==> config.mk <==
export PLATFORM = sky130hd
export DESIGN_NAME = actuator_command_guard
export DESIGN_NICKNAME = d
export VERILOG_FILES = /design/src/hdl/acg_pkg.sv /design/src/hdl/acg_eval.sv /design/src/hdl/acg_state.sv /design/src/hdl/actuator_command_guard.sv
export SDC_FILE = /design/constraint.sdc
export NUM_CORES = 1
export LEC_CHECK = 0
export BUFFER_PORTS_ARGS = -buffer_cell sky130_fd_sc_hd__buf_4
export CAP_MARGIN = 20
export CORE_MARGIN = 1
export CORE_UTILIZATION = 30
export DETAILED_ROUTE_END_ITERATION = 12
export GPL_TIMING_DRIVEN = 0
export SETUP_SLACK_MARGIN = 0.05
export SLEW_MARGIN = 20
export SYNTH_ARGS = -nofsm -noshare
export SYNTH_HDL_FRONTEND = slang
export SYNTH_SLANG_ARGS = --single-unit
==> constraint.sdc <==
create_clock -name clk -period 7.4 [get_ports clk]
set_input_delay 1.48 -clock clk [delete_from_list [all_inputs] [get_ports clk]]
set_output_delay 1.48 -clock clk [all_outputs]
set_load 0.01 [all_outputs]
==> src/hdl/acg_pkg.sv <==
// Package: shared types, codes and widths for the actuator command guard.
`default_nettype none

package acg_pkg;

    localparam int REV_W   = 64;
    localparam int SESS_W  = 32;
    localparam int LEASE_W = 32;
    localparam int TIME_W  = 64;
    localparam int CFG_W   = 32;
    localparam int CFG_IDX_W = 1;

    // Operation codes; code 3 is unused and answers all zero.
    typedef enum logic [1:0] {
        CMD_EVAL  = 2'd0,
        CMD_BLOCK = 2'd1,
        CMD_QUERY = 2'd2
    } cmd_t;

    typedef enum logic [1:0] {
        DEC_OFF    = 2'd0,
        DEC_ON     = 2'd1,
        DEC_RENEW  = 2'd2,
        DEC_REJECT = 2'd3
    } decision_t;

    typedef enum logic [3:0] {
        RSN_OK          = 4'd0,
        RSN_BAD_STATE   = 4'd1,
        RSN_BAD_LEASE   = 4'd2,
        RSN_BAD_SESSION = 4'd3,
        RSN_UNSYNCED    = 4'd4,
        RSN_HANDSHAKE   = 4'd5,
        RSN_SKEW        = 4'd6,
        RSN_STALE       = 4'd7,
        RSN_REBOOT      = 4'd8,
        RSN_CONFLICT    = 4'd9,
        RSN_FAULT       = 4'd10
    } reason_t;

    // Requested output state codes.
    localparam logic [7:0] ST_OFF = 8'd0;
    localparam logic [7:0] ST_ON  = 8'd1;

    // Configuration register indexes.
    localparam logic [CFG_IDX_W-1:0] CFG_MAX_LEASE = 1'b0;
    localparam logic [CFG_IDX_W-1:0] CFG_MAX_SKEW  = 1'b1;

    typedef struct packed {
        logic [1:0]                command;
        logic [7:0]                cmd_state;
        logic [REV_W-1:0]          revision;
        logic [SESS_W-1:0]         sess_id;
        logic [31:0]               target_cnt;
        logic [LEASE_W-1:0]        lease_len;
        logic signed [TIME_W-1:0]  server_ts;
        logic signed [TIME_W-1:0]  local_ts;
        logic                      clock_synced;
        logic                      feedback_off;
    } in_item_t;

    typedef struct packed {
        logic [1:0] decision;
        logic [3:0] reason;
        logic       persist_flag;
        logic       may_clear_fault;
    } out_item_t;

    typedef struct packed {
        logic [REV_W-1:0]  persisted_rev;
        logic [REV_W-1:0]  blocked_rev;
        logic              off_seen;
        logic              run_valid;
        logic [REV_W-1:0]  run_rev;
        logic              run_on;
        logic [SESS_W-1:0] run_session;
    } guard_state_t;

    typedef struct packed {
        logic [CFG_W-1:0] max_lease;
        logic [CFG_W-1:0] max_skew;
    } guard_cfg_t;

endpackage

`default_nettype wire

==> src/hdl/acg_eval.sv <==
// Combinational command check, block and query logic with next guard state.
`default_nettype none

module acg_eval (
    input  wire acg_pkg::in_item_t     item,
    input  wire acg_pkg::guard_state_t state,
    input  wire acg_pkg::guard_cfg_t   cfg,
    output acg_pkg::out_item_t         result,
    output acg_pkg::guard_state_t      state_next
);
    import acg_pkg::*;

    logic                 time_ge;
    logic [TIME_W-1:0]    skew_mag;
    logic                 skew_bad;
    logic                 is_off;
    decision_t            dec;
    reason_t              rsn;
    logic                 pers;
    logic                 rev_ge_new;

    // Exact |server - local|: pick the non-negative difference, fits 64 bits.
    assign time_ge  = $signed(item.server_ts) >= $signed(item.local_ts);
    assign skew_mag = time_ge ? (item.server_ts - item.local_ts)
                              : (item.local_ts - item.server_ts);
    assign skew_bad = skew_mag > {{(TIME_W-CFG_W){1'b0}}, cfg.max_skew};
    assign is_off   = (item.cmd_state == ST_OFF);

    // Priority-ordered checks.
    always_comb
    begin
        dec  = DEC_REJECT;
        rsn  = RSN_OK;
        pers = 1'b0;
        if (item.cmd_state > ST_ON)
            rsn = RSN_BAD_STATE;
        else if (is_off)
        begin
            if (item.lease_len != '0)
                rsn = RSN_BAD_LEASE;
            else
            begin
                dec  = DEC_OFF;
                pers = item.revision > state.persisted_rev;
            end
        end
        else if (item.revision == '0 || item.sess_id == '0 || item.target_cnt == '0)
            rsn = RSN_BAD_SESSION;
        else if (item.lease_len == '0 || item.lease_len > cfg.max_lease)
            rsn = RSN_BAD_LEASE;
        else if (!item.clock_synced)
            rsn = RSN_UNSYNCED;
        else if (!state.off_seen)
            rsn = RSN_HANDSHAKE;
        else if (skew_bad)
            rsn = RSN_SKEW;
        else if (item.revision < state.persisted_rev)
            rsn = RSN_STALE;
        else if (item.revision <= state.blocked_rev)
            rsn = RSN_FAULT;
        else if (item.revision == state.persisted_rev)
        begin
            if (!state.run_valid || state.run_rev != item.revision)
                rsn = RSN_REBOOT;
            else if (!state.run_on || state.run_session != item.sess_id)
                rsn = RSN_CONFLICT;
            else
                dec = DEC_RENEW;
        end
        else
        begin
            dec  = DEC_ON;
            pers = 1'b1;
        end
    end

    // pers implies revision above persisted, so the new persisted value is revision.
    assign rev_ge_new = pers || (item.revision >= state.persisted_rev);

    always_comb
    begin
        result     = '0;
        state_next = state;
        case (cmd_t'(item.command))
            CMD_EVAL:
            begin
                result.decision     = dec;
                result.reason       = rsn;
                result.persist_flag = pers;
                if (dec != DEC_REJECT)
                begin
                    if (pers)
                        state_next.persisted_rev = item.revision;
                    if (is_off && rev_ge_new)
                        state_next.off_seen = 1'b1;
                    if (!rev_ge_new)
                    begin
                        if (is_off)
                            state_next.run_valid = 1'b0;
                    end
                    else
                    begin
                        state_next.run_valid   = 1'b1;
                        state_next.run_rev     = item.revision;
                        state_next.run_on      = (item.cmd_state == ST_ON);
                        state_next.run_session = item.sess_id;
                    end
                end
            end
            CMD_BLOCK:
            begin
                if (item.revision > state.blocked_rev)
                    state_next.blocked_rev = item.revision;
            end
            CMD_QUERY:
            begin
                result.may_clear_fault = item.feedback_off
                                         && (item.revision > state.blocked_rev);
            end
            default:
            begin
                result = '0;
            end
        endcase
    end

endmodule

`default_nettype wire

==> src/hdl/acg_state.sv <==
// Guard state and configuration registers.
`default_nettype none

module acg_state (
    input  wire logic                            clk,
    input  wire logic                            rst_n,
    input  wire logic                            cfg_we,
    input  wire logic [acg_pkg::CFG_IDX_W-1:0]   cfg_index,
    input  wire logic [acg_pkg::CFG_W-1:0]       cfg_data,
    input  wire logic                            commit,
    input  wire acg_pkg::guard_state_t           state_next,
    output acg_pkg::guard_state_t                state,
    output acg_pkg::guard_cfg_t                  cfg
);
    import acg_pkg::*;

    guard_state_t state_reg;
    guard_cfg_t   cfg_reg;

    always_ff @(posedge clk or negedge rst_n)
    begin
        if (!rst_n)
            state_reg <= '0;
        else if (commit)
            state_reg <= state_next;
    end

    always_ff @(posedge clk or negedge rst_n)
    begin
        if (!rst_n)
            cfg_reg <= '0;
        else if (cfg_we)
        begin
            case (cfg_index)
                CFG_MAX_LEASE: cfg_reg.max_lease <= cfg_data;
                CFG_MAX_SKEW:  cfg_reg.max_skew  <= cfg_data;
                default:       cfg_reg <= cfg_reg;
            endcase
        end
    end

    assign state = state_reg;
    assign cfg   = cfg_reg;

endmodule

`default_nettype wire

==> src/hdl/actuator_command_guard.sv <==
// Top level: input register, single-pass guard logic, result register.
`default_nettype none

// Actuator command guard. Each input transfer carries one operation: evaluate
// (check an ON/OFF command in fixed priority order, answer a decision and
// reason, and commit an accepted command to the guard state), block (raise
// the blocked fault revision) or query (may a fault be cleared). Every
// transfer gives exactly one result transfer. Timing: an item lands in the
// input register on its input transfer and is evaluated there; on the edge
// on which it advances, its state update is written and its result is
// loaded into the result register, so the throughput is one item per clock
// while out_stall is low; the rate is set by the single evaluate stage,
// whose state write completes on the same edge that loads the result, so a
// following item always sees updated state.
// in_stall follows out_stall combinationally when both registers are full.
// Configuration (max_lease index 0, max_skew index 1) is written through
// cfg_we/cfg_index/cfg_data and must only change while the block is idle.
module actuator_command_guard (
    input  wire logic                            clk,
    input  wire logic                            rst_n,
    input  wire logic                            cfg_we,
    input  wire logic [acg_pkg::CFG_IDX_W-1:0]   cfg_index,
    input  wire logic [acg_pkg::CFG_W-1:0]       cfg_data,
    input  wire logic                            in_valid,
    output logic                                 in_stall,
    input  wire acg_pkg::in_item_t               in_data,
    output logic                                 out_valid,
    input  wire logic                            out_stall,
    output acg_pkg::out_item_t                   out_data
);
    import acg_pkg::*;

    logic         in_valid_reg;
    logic         in_valid_next;
    in_item_t     in_data_reg;
    logic         out_valid_reg;
    logic         out_valid_next;
    out_item_t    out_data_reg;

    logic         in_xfer;
    logic         advance;
    guard_state_t state;
    guard_state_t state_next;
    guard_cfg_t   cfg;
    out_item_t    result;

    // The held item moves on when the result register is empty or draining.
    assign advance  = in_valid_reg && (!out_valid_reg || !out_stall);
    assign in_stall = in_valid_reg && !advance;
    assign in_xfer  = in_valid && !in_stall;

    assign in_valid_next  = in_xfer || (in_valid_reg && !advance);
    assign out_valid_next = advance || (out_valid_reg && out_stall);

    always_ff @(posedge clk or negedge rst_n)
    begin
        if (!rst_n)
        begin
            in_valid_reg  <= 1'b0;
            out_valid_reg <= 1'b0;
        end
        else
        begin
            in_valid_reg  <= in_valid_next;
            out_valid_reg <= out_valid_next;
        end
    end

    // Payload registers, no reset needed.
    always_ff @(posedge clk)
    begin
        if (in_xfer)
            in_data_reg <= in_data;
        if (advance)
            out_data_reg <= result;
    end

    acg_eval u_eval (
        .item       (in_data_reg),
        .state      (state),
        .cfg        (cfg),
        .result     (result),
        .state_next (state_next)
    );

    // State is committed on the same edge the result is captured.
    acg_state u_state (
        .clk        (clk),
        .rst_n      (rst_n),
        .cfg_we     (cfg_we),
        .cfg_index  (cfg_index),
        .cfg_data   (cfg_data),
        .commit     (advance),
        .state_next (state_next),
        .state      (state),
        .cfg        (cfg)
    );

    assign out_valid = out_valid_reg;
    assign out_data  = out_data_reg;

`ifndef NO_ASSERTIONS
    // Stall toward the source only while an item is held.
    assert property (@(posedge clk) disable iff (!rst_n)
        in_stall |-> in_valid_reg)
        else $error("in_stall without a held item");

    // A rejected command never asks for persistence.
    assert property (@(posedge clk) disable iff (!rst_n)
        (out_valid_reg && out_data_reg.decision == DEC_REJECT)
            |-> !out_data_reg.persist_flag)
        else $error("persist_flag on a rejected command");

    // Fault-clear answers carry no decision or reason.
    assert property (@(posedge clk) disable iff (!rst_n)
        (out_valid_reg && out_data_reg.may_clear_fault)
            |-> (out_data_reg.decision == DEC_OFF && out_data_reg.reason == RSN_OK
                 && !out_data_reg.persist_flag))
        else $error("may_clear_fault mixed with a command result");

    // Persisted and blocked revisions never move backward.
    assert property (@(posedge clk) disable iff (!rst_n)
        $past(rst_n) |-> state.persisted_rev >= $past(state.persisted_rev))
        else $error("persisted_rev decreased");

    assert property (@(posedge clk) disable iff (!rst_n)
        $past(rst_n) |-> state.blocked_rev >= $past(state.blocked_rev))
        else $error("blocked_rev decreased");
`endif

endmodule

`default_nettype wire

==> Yosys cells after proc, flatten, opt, wreduce, memory -nomap -nowiden <==
Index checks and enable logic that the tools add are counted.
{ "op_classes": {"eq_ne": 7, "div_mod_pow": 0, "n_lt_le_gt_ge": 9, "bitwise": 2, "n_mul": 0, "add_sub_neg": 2, "n_shift": 0, "n_reduce_logical": 37, "muxes": 40} }
{ "op_table": {"columns": ["op", "n"], "rows": [
  ["64-bit >= comparator", 2],
  ["64-bit > comparator", 2],
  ["64-bit subtractor", 2],
  ["32-bit logical NOT", 3],
  ["64-bit == test", 1],
  ["64-bit by 32-bit > comparator with 1-bit output", 1],
  ["64-bit less-or-equal comparator", 1],
  ["64-bit logical NOT", 1],
  ["64-bit < comparator", 1],
  ["64-bit 2-to-1 mux", 1],
  ["64-bit inequality test", 1],
  ["4-bit 2-to-1 mux", 11],
  ["32-bit > comparator", 1],
  ["32-bit inequality test", 1],
  ["32-bit nonzero test", 1],
  ["2-bit 2-to-1 mux", 13],
  ["4-bit AND reduction", 4],
  ["1-bit 2-to-1 mux", 15],
  ["1-bit logical OR", 9],
  ["8-bit by 1-bit == test with 1-bit output (second input constant)", 1],
  ["8-bit by 1-bit > comparator with 1-bit output (second input constant)", 1],
  ["8-bit logical NOT", 1],
  ["1-bit logical AND", 6],
  ["1-bit logical NOT", 6],
  ["9 further kinds", 11]
]} }
{ "totals": {"n_memories": 0, "latch_bits": 0, "register_bits": 601, "wordCells": 123, "mem_bits_rw": 0, "rom_bits": 0} }

==> Depth between registers and ports, before layout <==
Gate-level depths: netlist of the first run.
{ "logic_depth": {"ltp_word": 16, "depth_mapped": 36, "mapped_depth_nobuf": 30} }

==> By module <==
Synthesis of the first run repeated with hierarchy kept, for this count alone.
{ "unflattened": {"hier_cells": 3533, "area_unflattened_um2": 37937.6} }
{ "modules_own_cells": {"columns": ["module", "cells_per_inst", "area_per_inst_um2", "n_inst", "seq_area_each_um2"], "rows": [
  ["acg_eval", 2601, 17675.7, 1, 0.0],
  ["acg_state", 616, 10920.5, 1, 7282.0],
  ["actuator_command_guard", 316, 9341.5, 1, 9298.9]
]} }

==> Least setup slack after synthesis of the first run <==
No wires, ideal clock.
{ "synth_timing": {"kind": "input -> register", "start": "input out_stall", "end": "register in_data_reg[0] (netlist bit), enable pin", "n_path_buf": 0, "required_time_ns": 6.700, "cell_stages": 2, "arrival_ns": 8.402, "setup_slack_ns": -1.702, "setup_time_ns": 0.700, "cell_sequence": "nand3_1 > and2_1"} }
{ "synth_via": {"elab_chain_len": 7} }
{ "synth_lines": {"columns": ["element", "line", "source"], "rows": [
  ["start: declaration", "actuator_command_guard.sv:28", "input wire logic out_stall,"],
  ["1-bit logical NOT", "actuator_command_guard.sv:48", "assign advance = in_valid_reg && (!out_valid_reg || !out_stall);"],
  ["1-bit logical OR", "actuator_command_guard.sv:48", null],
  ["1-bit logical AND", "actuator_command_guard.sv:48", null],
  ["1-bit logical NOT", "actuator_command_guard.sv:49", "assign in_stall = in_valid_reg && !advance;"],
  ["1-bit logical AND", "actuator_command_guard.sv:49", null],
  ["1-bit logical NOT", "actuator_command_guard.sv:50", "assign in_xfer = in_valid && !in_stall;"],
  ["1-bit logical AND", "actuator_command_guard.sv:50", null],
  ["net in_xfer", "actuator_command_guard.sv:40", "logic in_xfer;"],
  ["end signal: assignment", "actuator_command_guard.sv:73", "in_data_reg <= in_data;"],
  ["end: declaration", "actuator_command_guard.sv:35", "in_item_t in_data_reg;"]
]} }
The timed path passes the listed nets, and every way through them passes these cells.
A chain may end at the register's enable or synchronous reset.

==> Final worst setup path of the first run <==
{ "layout_timing": {"start": "register in_data_reg[87] (netlist bit)", "end": "register u_state.state_reg, in the netlist u_state.state[179]"} }
{ "layout_via": {"elab_chain_len": 12, "elab_cells_between_ends": 21} }
{ "layout_lines": {"columns": ["element", "line", "source"], "rows": [
  ["64-bit subtractor (tied with other cells)", "acg_eval.sv:25", ": (item.local_ts - item.server_ts);"],
  ["64-bit 2-to-1 mux *", "acg_eval.sv:24", "assign skew_mag = time_ge ? (item.server_ts - item.local_ts)"],
  ["64-bit by 32-bit > comparator with 1-bit output *", "acg_eval.sv:26", "assign skew_bad = skew_mag > {{(TIME_W-CFG_W){1'b0}}, cfg.max_skew};"],
  ["2-bit 2-to-1 mux", "acg_eval.sv:55", "else if (skew_bad)"],
  ["2-bit 2-to-1 mux", "acg_eval.sv:53", "else if (!state.off_seen)"],
  ["2-bit 2-to-1 mux", "acg_eval.sv:51", "else if (!item.clock_synced)"],
  ["2-bit 2-to-1 mux", "acg_eval.sv:49", "else if (item.lease_len == '0 || item.lease_len > cfg.max_lease)"],
  ["2-bit 2-to-1 mux", "acg_eval.sv:47", "else if (item.revision == '0 || item.sess_id == '0 || item.target_cnt == '0)"],
  ["2-bit 2-to-1 mux", "acg_eval.sv:37", "else if (is_off)"],
  ["2-bit 2-to-1 mux", "acg_eval.sv:35", "if (item.cmd_state > ST_ON)"],
  ["2-bit inequality test", "acg_eval.sv:90", "if (dec != DEC_REJECT)"],
  ["4-bit AND reduction (no source line) *", null, null],
  ["end signal: assignment", "acg_state.sv:25", "state_reg <= state_next;"],
  ["end: declaration", "acg_state.sv:17", "guard_state_t state_reg;"]
]} }
Every way passes the cells marked *; elsewhere a longest branch is shown, timed or not.

==> flow_summary_export.csv, run 1 <==
group,metric,value,unit
layout,final_layout_size_suffix_gt1_share,24.7,%
layout,areaGrowthSynthToFinish,24.9,%
clock_network,clk_pin_slew,0.06,ns
sta,rsz0062_at_grt,"true",
detailed_routing,drt-total-wl,114,mm
sta,fmax,0.132,GHz
min_path,hold_path_class,"flop to flop",
sta,slew_headroom,13.5,%
placed_design,post_dp_cell_area,39700,µm²
clock_network,htreeDepth,3,
worst_setup_path,r2r-end,"u_state.state[179]$_DFFE_PN0P_",
layout,largest_reg_flops,300,
worst_setup_path,cp-end-kind,"flop",
detailed_routing,first_pass_iters,5,
worst_setup_path,cp_top_family,"compound AO/OA/AOI/OAI gates",
power,leakage,0.0192,µW
global_routing,antenna_found_initial,8,
worst_setup_path,crit_top_cell,"buf_6",
clock_network,clock_path_buffers,3,
sta,finalCritPeriodShare,102,%
worst_setup_path,worst_path_largest_cell_delay,0.52,ns
synthesis,ys_seq_area_share,47.5,%
die,io_pins,348,
global_routing,grt_pass1_vias,27000,
power,total_power,10400,µW
clock_network,cts_hold_buf,0,
worst_setup_path,r2r-start,"in_data_reg[87]$_DFFE_PP_",
worst_setup_path,crit_type,"flop to flop",
min_path,min_from,"u_state.state[124]$_DFFE_PN0P_",
sta,tightest_slew,1.29,ns
synthesis,ys_ff_latch,601,
sta,tns,-7.33,ns
sta,final-hold-violation-count,0,
clock_network,cts_sinks,601,
clock_network,cts_tree,"built",
synthesis,yosys.area.top_type,"edfxtp_1",
global_routing,grt_pass1_wl,168,mm
synthesis,ys.flop_type,"edfxtp_1",
synthesis,yosys_warnings,0,
global_routing,grt-ovfl-total,0,
synthesis,synth.most_common_cell,"inv_1",
layout,final_area,43600,µm²
detailed_routing,drtIter0Drc,1950,
min_path,holdPathEnd,"u_state.state[124]$_DFFE_PN0P_",
detailed_routing,drc_errors,0,
die,die_h,343,µm
placed_design,hpwl,88.3,mm
die,die-area,118000,µm²
clock_network,cts_buffers,73,
synthesis,synth_cell_types,78,
global_routing,grt_max_degree,92,
global_routing,grt_usage,18.9,%
sta,timing.final.ws_setup,-0.181,ns
worst_setup_path,crit_slowest_cell,"or4_4",
synthesis,mappedNetlistArea,34900,µm²
worst_setup_path,required,7.95,ns
synthesis,synthTopCellsByCount,"382 x inv_1, 319 x ha_1, 308 x edfxtp_1, 293 x dfrtp_1, 242 x a21oi_1",
worst_setup_path,crit_arrival,8.13,ns
run_status,violations,"negative setup slack",
worst_setup_path,regToRegSetupSlack,-0.18,ns
placed_design,io_buffers,347,
layout,fillers,11400,
worst_setup_path,start_kind,"flop",
detailed_routing,vias_per_cell,5.10,
synthesis,yosys.area.top_type_share,26.5,%
min_path,hold_depth,2,
sta,slew_violations,0,
sta,setup_viol,64,
sta,worst_clock_skew,0.0452,ns
synthesis,syn_nets,3891,
sta,period_needed,7.58,ns
placed_design,gp_congestion,0.930,
die,core-area,115000,µm²
synthesis,syn_avg_cell_area,10.8,µm²
run_status,status,"finished, violations left",
detailed_routing,vias,27000,
clock_network,worstSkewPairLatency,0.67,ns
layout,num-nets-final,4388,
worst_setup_path,cp_num_buf_inv,12,
power,irDropWorstVdd,0.202,mV
power,power.density,238,nW/µm²
worst_setup_path,crit_fanout,8,
layout,post-route-util,38.0,%
synthesis,synth-edff-count,308,
clock_network,cts_root_buf,"clkbuf_16",
run,cap_violations,0,
worst_setup_path,r2r_cells,37,
die,die_width,343,µm
synthesis,synthTopCellsByArea,"edfxtp_1 27%, dfrtp_1 21%, ha_1 11%, mux2_2 5.4%, inv_1 4.1%",
die,rows,124,
synthesis,synthCells,3232,
synthesis,synthArstFlopShare,48.8,%
detailed_routing,ant_nets,0,
die,initial_core_util,30.4,%
detailed_routing,post_drt_wl_per_cell,21.5,µm
tightest hold or removal path, cell delays in order, from the launching register on:
cell and delay (ns):
dfrtp_1 0.34, nand2_1 0.05, o21ai_0 0.06
per-stage QoR:
| stage | worst slack (ns) | cells | hold WS [ns] |
|---|---|---|---|
| after detailed placement | -3.31 | 5101 | 0.474 |
| final | -0.181 | 5302 | 0.488 |
| after global routing | -0.386 | 5299 | 0.512 |
| after global placement | -3.35 | 5091 | 0.463 |
| after CTS | -0.224 | 5279 | 0.490 |
| after floorplan | 0.371 | 3232 | 0.449 |
metal layers:
layer  routed length (µm)  up-vias  global-route usage, %
met2                51300      862                   30.0
met1                51500    13200                   26.0
met4                 3310       12                   5.36
li1                     -    12700                      -
met5                   77        -                      0
met3                 7770      181                   3.83
timing repair:
item	CTS	global route
pin swaps	47	38
endpoints found under the setup margin	169	167
resized for setup	126	82
setup buffers	44	23
cloned	4	1
placed cells by master (no fill, tap or decap), types with 48 or more instances in the layout:
cell	instances
a21o_1	80
a21oi_1	226
buf_4	409
clkbuf_16	78
dfrtp_1	293
edfxtp_1	308
ha_1	311
inv_1	381
mux2_2	163
mux2_4	48
nand2_1	200
nand4_1	108
nor2_1	125
nor4_1	70
o21ai_0	180
xnor2_1	58
xor2_1	59
cell families after synthesis:
logic type	Yosys count	share of synthesized area [%]
xor+xnor	124	3.11
compound gates	760	13.5
buf+inv	491	5.94
fa+ha+maj	321	11.6
simple gates	674	9.60
flops	601	47.5
mux	261	8.75
report_power, final:
group | leakage (µW) | internal, µW | total [µW] | switching (µW)
Clock | 0.00121 | 2120 | 3650 | 1530
Combinational | 0.0114 | 1120 | 2580 | 1460
Sequential | 0.00665 | 3890 | 4130 | 242
Total | 0.0192 | 7130 | 10400 | 3230
layout make-up:
| type | count | area (µm²) | area share (%) |
|---|---|---|---|
| clock buffers | 99 | 2100 | 4.81 |
| well taps | 1512 | 1890 | 4.34 |
| clock inverters | 34 | 362 | 0.830 |
| inverters | 382 | 1430 | 3.29 |
| diodes | 3 | 7.51 | 0.0172 |
| plain buffers | 104 | 783 | 1.80 |
| multi-input cells | 2140 | 16900 | 38.7 |
| repair buffers | 427 | 3570 | 8.19 |
| flip-flops and latches | 601 | 16600 | 38.0 |
worst max path at each step:
stage | slack (ns) | startpoint | endpoint | cells after the start
after floorplan | 0.37 | in_data_reg[21]$_DFFE_PP_ | u_state.state[163]$_DFFE_PN0P_ | 34
after global placement | -3.35 | in_data_reg[35]$_DFFE_PP_ | u_state.state[24]$_DFFE_PN0P_ | 33
after detailed placement | -3.31 | in_data_reg[35]$_DFFE_PP_ | u_state.state[28]$_DFFE_PN0P_ | 33
after CTS | -0.22 | in_data_reg[92]$_DFFE_PP_ | u_state.state[172]$_DFFE_PN0P_ | 39
after global routing | -0.39 | in_data_reg[27]$_DFFE_PP_ | u_state.state[179]$_DFFE_PN0P_ | 38
final | -0.18 | in_data_reg[87]$_DFFE_PP_ | u_state.state[179]$_DFFE_PN0P_ | 37
Power figures use the tool's default switching activity.
==> run 2, diff against run 1 <==
==> constraint.sdc (replaced) <==
create_clock -name clk -period 9.5 [get_ports clk]
set_input_delay 1.9 -clock clk [delete_from_list [all_inputs] [get_ports clk]]
set_output_delay 1.9 -clock clk [all_outputs]
set_load 0.01 [all_outputs]
==> run 2 against run 1 <==
The flow now finishes without violations. Critical endpoint is now u_state.state[166]$_DFFE_PN0P_. Die area unchanged. Register-to-register slack better by 0.61 ns. Cell area down 3.2%. Setup slack better by 0.61 ns. Highest routed layer unchanged. Critical path type unchanged. Utilization down 1.2 points. Critical path depth down 2. Sequential power down 22%. Global-route usage down 0.23 points. Routed wire length down 1.7%.
==> flow_summary_export.csv, run 2 (same netlist as run 1, synthesis figures left out) <==
group,metric,value,unit
placed_design,gp_congestion,0.930,
detailed_routing,vias_per_cell,5.06,
power,p_int,5450,µW
detailed_routing,first_pass_iters,7,
sta,tightest_slew,1.17,ns
power,leakage,0.0187,µW
detailed_routing,post_drt_wl_per_cell,21.4,µm
worst_setup_path,crit_slowest_cell,"or4_1",
worst_setup_path,required,10.01,ns
power,switching_share,31.0,%
global_routing,grt_usage,18.7,%
die,io_pins,348,
sta,period_needed,9.07,ns
sta,finalCritPeriodShare,95.5,%
worst_setup_path,r2r_cells,35,
sta,final-hold-violation-count,0,
run_status,status,"finished, final reports clean",
detailed_routing,drtIter0Drc,1880,
placed_design,dp_slack,-1.21,ns
global_routing,grt_max_degree,92,
die,die_h,343,µm
clock_network,cts_hold_buf,0,
global_routing,use_met2,29.5,%
global_routing,grt_pass1_wl,165,mm
global_routing,gr-usage-met3,4.01,%
clock_network,cts_buffers,73,
worst_setup_path,start_kind,"flop",
layout,num-nets-final,4325,
worst_setup_path,crit_type,"flop to flop",
global_routing,antenna_found_initial,7,
power,power_frac_comb,23.4,%
worst_setup_path,crit_fanout,10,
layout,final_common_cell,"inv_1",
detailed_routing,drt-total-wl,112,mm
layout,final_layout_size_suffix_gt1_share,21.3,%
sta,slew_headroom,21.1,%
worst_setup_path,cp-endpoint,"u_state.state[166]$_DFFE_PN0P_",
global_routing,grt_busiest_layer,"met2",
die,die-area,118000,µm²
sta,fmax,0.110,GHz
placed_design,hpwl,88.3,mm
clock_network,cts_tree,"built",
clock_network,clk_pin_slew,0.06,ns
worst_setup_path,r2r-start,"in_data_reg[21]$_DFFE_PP_",
power,irDropWorstVdd,0.158,mV
clock_network,worstSkewPairLatency,0.67,ns
global_routing,grt_pass1_vias,26700,
worst_setup_path,cp-end-kind,"flop",
worst_setup_path,crit_arrival,9.58,ns
worst_setup_path,worst_path_largest_cell_delay,0.55,ns
clock_network,cts_root_buf,"clkbuf_16",
global_routing,grt_use_met1,25.6,%
min_path,hold_path_class,"flop to flop",
clock_network,htreeDepth,3,
sta,setup_viol,0,
detailed_routing,vias,26500,
worst_setup_path,critPathLaunch,"in_data_reg[21]$_DFFE_PP_",
layout,areaGrowthSynthToFinish,20.9,%
sta,worst_clock_skew,0.0470,ns
sta,rsz0062_at_grt,"false",
sta,slew_violations,0,
placed_design,io_buffers,347,
power,power.density,187,nW/µm²
detailed_routing,ant_nets,0,
die,rows,124,
worst_setup_path,crit_top_cell,"buf_2",
clock_network,cts_sinks,601,
die,die_width,343,µm
worst_setup_path,r2r-end,"u_state.state[166]$_DFFE_PN0P_",
run,cap_violations,0,
power,power_frac_seq,40.7,%
power,p_switching,2450,µW
layout,most-common-layout-cells,"382 x inv_1, 357 x buf_4, 319 x ha_1",
sta,timing.final.ws_setup,0.429,ns
die,core-area,115000,µm²
power,pwr-share-clk,35.9,%
layout,largest_reg_flops,300,
worst_setup_path,regToRegSetupSlack,0.43,ns
detailed_routing,drc_errors,0,
global_routing,grt-ovfl-total,0,
die,initial_core_util,30.4,%
sta,fin_hold_ws,0.488,ns
clock_network,clock_path_buffers,3,
==> run 2: changes by cell type in the layout (fill, tap and decap cells not counted), moves of 6 or more <==
cell	delta
a21oi_2	-9
buf_6	-13
a21oi_1	+16
o21ai_0	+10
buf_12	-6
ha_1	+8
buf_2	+18
clkbuf_1	+7
buf_4	-52
a21oi_4	-7
o21ai_1	-7
==> run 2: repair_timing <==
item	in CTS	in global routing
buffers inserted	2	0
setup endpoints to repair	169	78
pin swaps	1	0
gates resized for setup	8	8
==> run 2: power groups by stage <==
stage	logic, µW	clock network (µW)	registers [µW]
final	1850	2840	3220
after global routing	2070	3030	3250
after CTS	1850	2940	3220
after detailed placement	1830	0	3260
after global placement	1780	0	3280
after floorplan	1210	0	3200
==> run 2: worst max-delay path, delay by kind of cell (launching register included) <==
family | cells | cell delay (ns)
buffers and inverters | 12 | 2.59
AO/OA/AOI/OAI | 10 | 2.39
AND/OR/NAND/NOR | 8 | 1.98
multiplexers | 2 | 0.70
flip-flops | 1 | 0.45
adder cells (fa/ha/maj) | 2 | 0.43
XOR/XNOR | 1 | 0.37
==> run 2: cell type report <==
type	count	area [µm²]
timing repair buffer	359	2880
sequential	601	16600
buffer	109	653
tap	1512	1890
clock inverter	34	362
antenna	1	2.50
inverter	382	1430
fill	11400	72600
multi-input combinational	2140	16300
clock buffer	99	2100
==> run 2: metrics by stage <==
stage | total power, µW | cell area, µm² | TNS (ns) | std cells | util (%)
after CTS | 8000 | 42200 | 0 | 5236 | 36.7
after global routing | 8350 | 42200 | 0 | 5236 | 36.7
after floorplan | 4410 | 34900 | 0 | 3232 | -
after detailed placement | 5090 | 39700 | -150.08 | 5101 | 34.5
final | 7900 | 42200 | 0 | 5237 | 36.7
after global placement | 5060 | 39400 | -156.43 | 5091 | 34.3
==> run 2: worst min path at each step <==
stage | from | to | slack [ns] | cells past startpoint
finish | u_state.state[124]$_DFFE_PN0P_ | u_state.state[124]$_DFFE_PN0P_ | 0.49 | 2
CTS | u_state.state[104]$_DFFE_PN0P_ | u_state.state[104]$_DFFE_PN0P_ | 0.49 | 2
global placement | u_state.state[104]$_DFFE_PN0P_ | u_state.state[104]$_DFFE_PN0P_ | 0.46 | 2
detailed placement | in_valid_reg$_DFF_PN0_ | out_valid$_DFF_PN0_ | 0.47 | 1
floorplan | in_valid_reg$_DFF_PN0_ | out_valid$_DFF_PN0_ | 0.45 | 1
global route | u_state.state[104]$_DFFE_PN0P_ | u_state.state[104]$_DFFE_PN0P_ | 0.51 | 2
==> run 2: routing by layer <==
| metal | vias to the layer above | wire, µm |
|---|---|---|
| li1 | 12600 | - |
| met1 | 12900 | 51000 |
| met2 | 842 | 50200 |
| met3 | 170 | 7610 |
| met4 | 12 | 3080 |
| met5 | - | 77 |
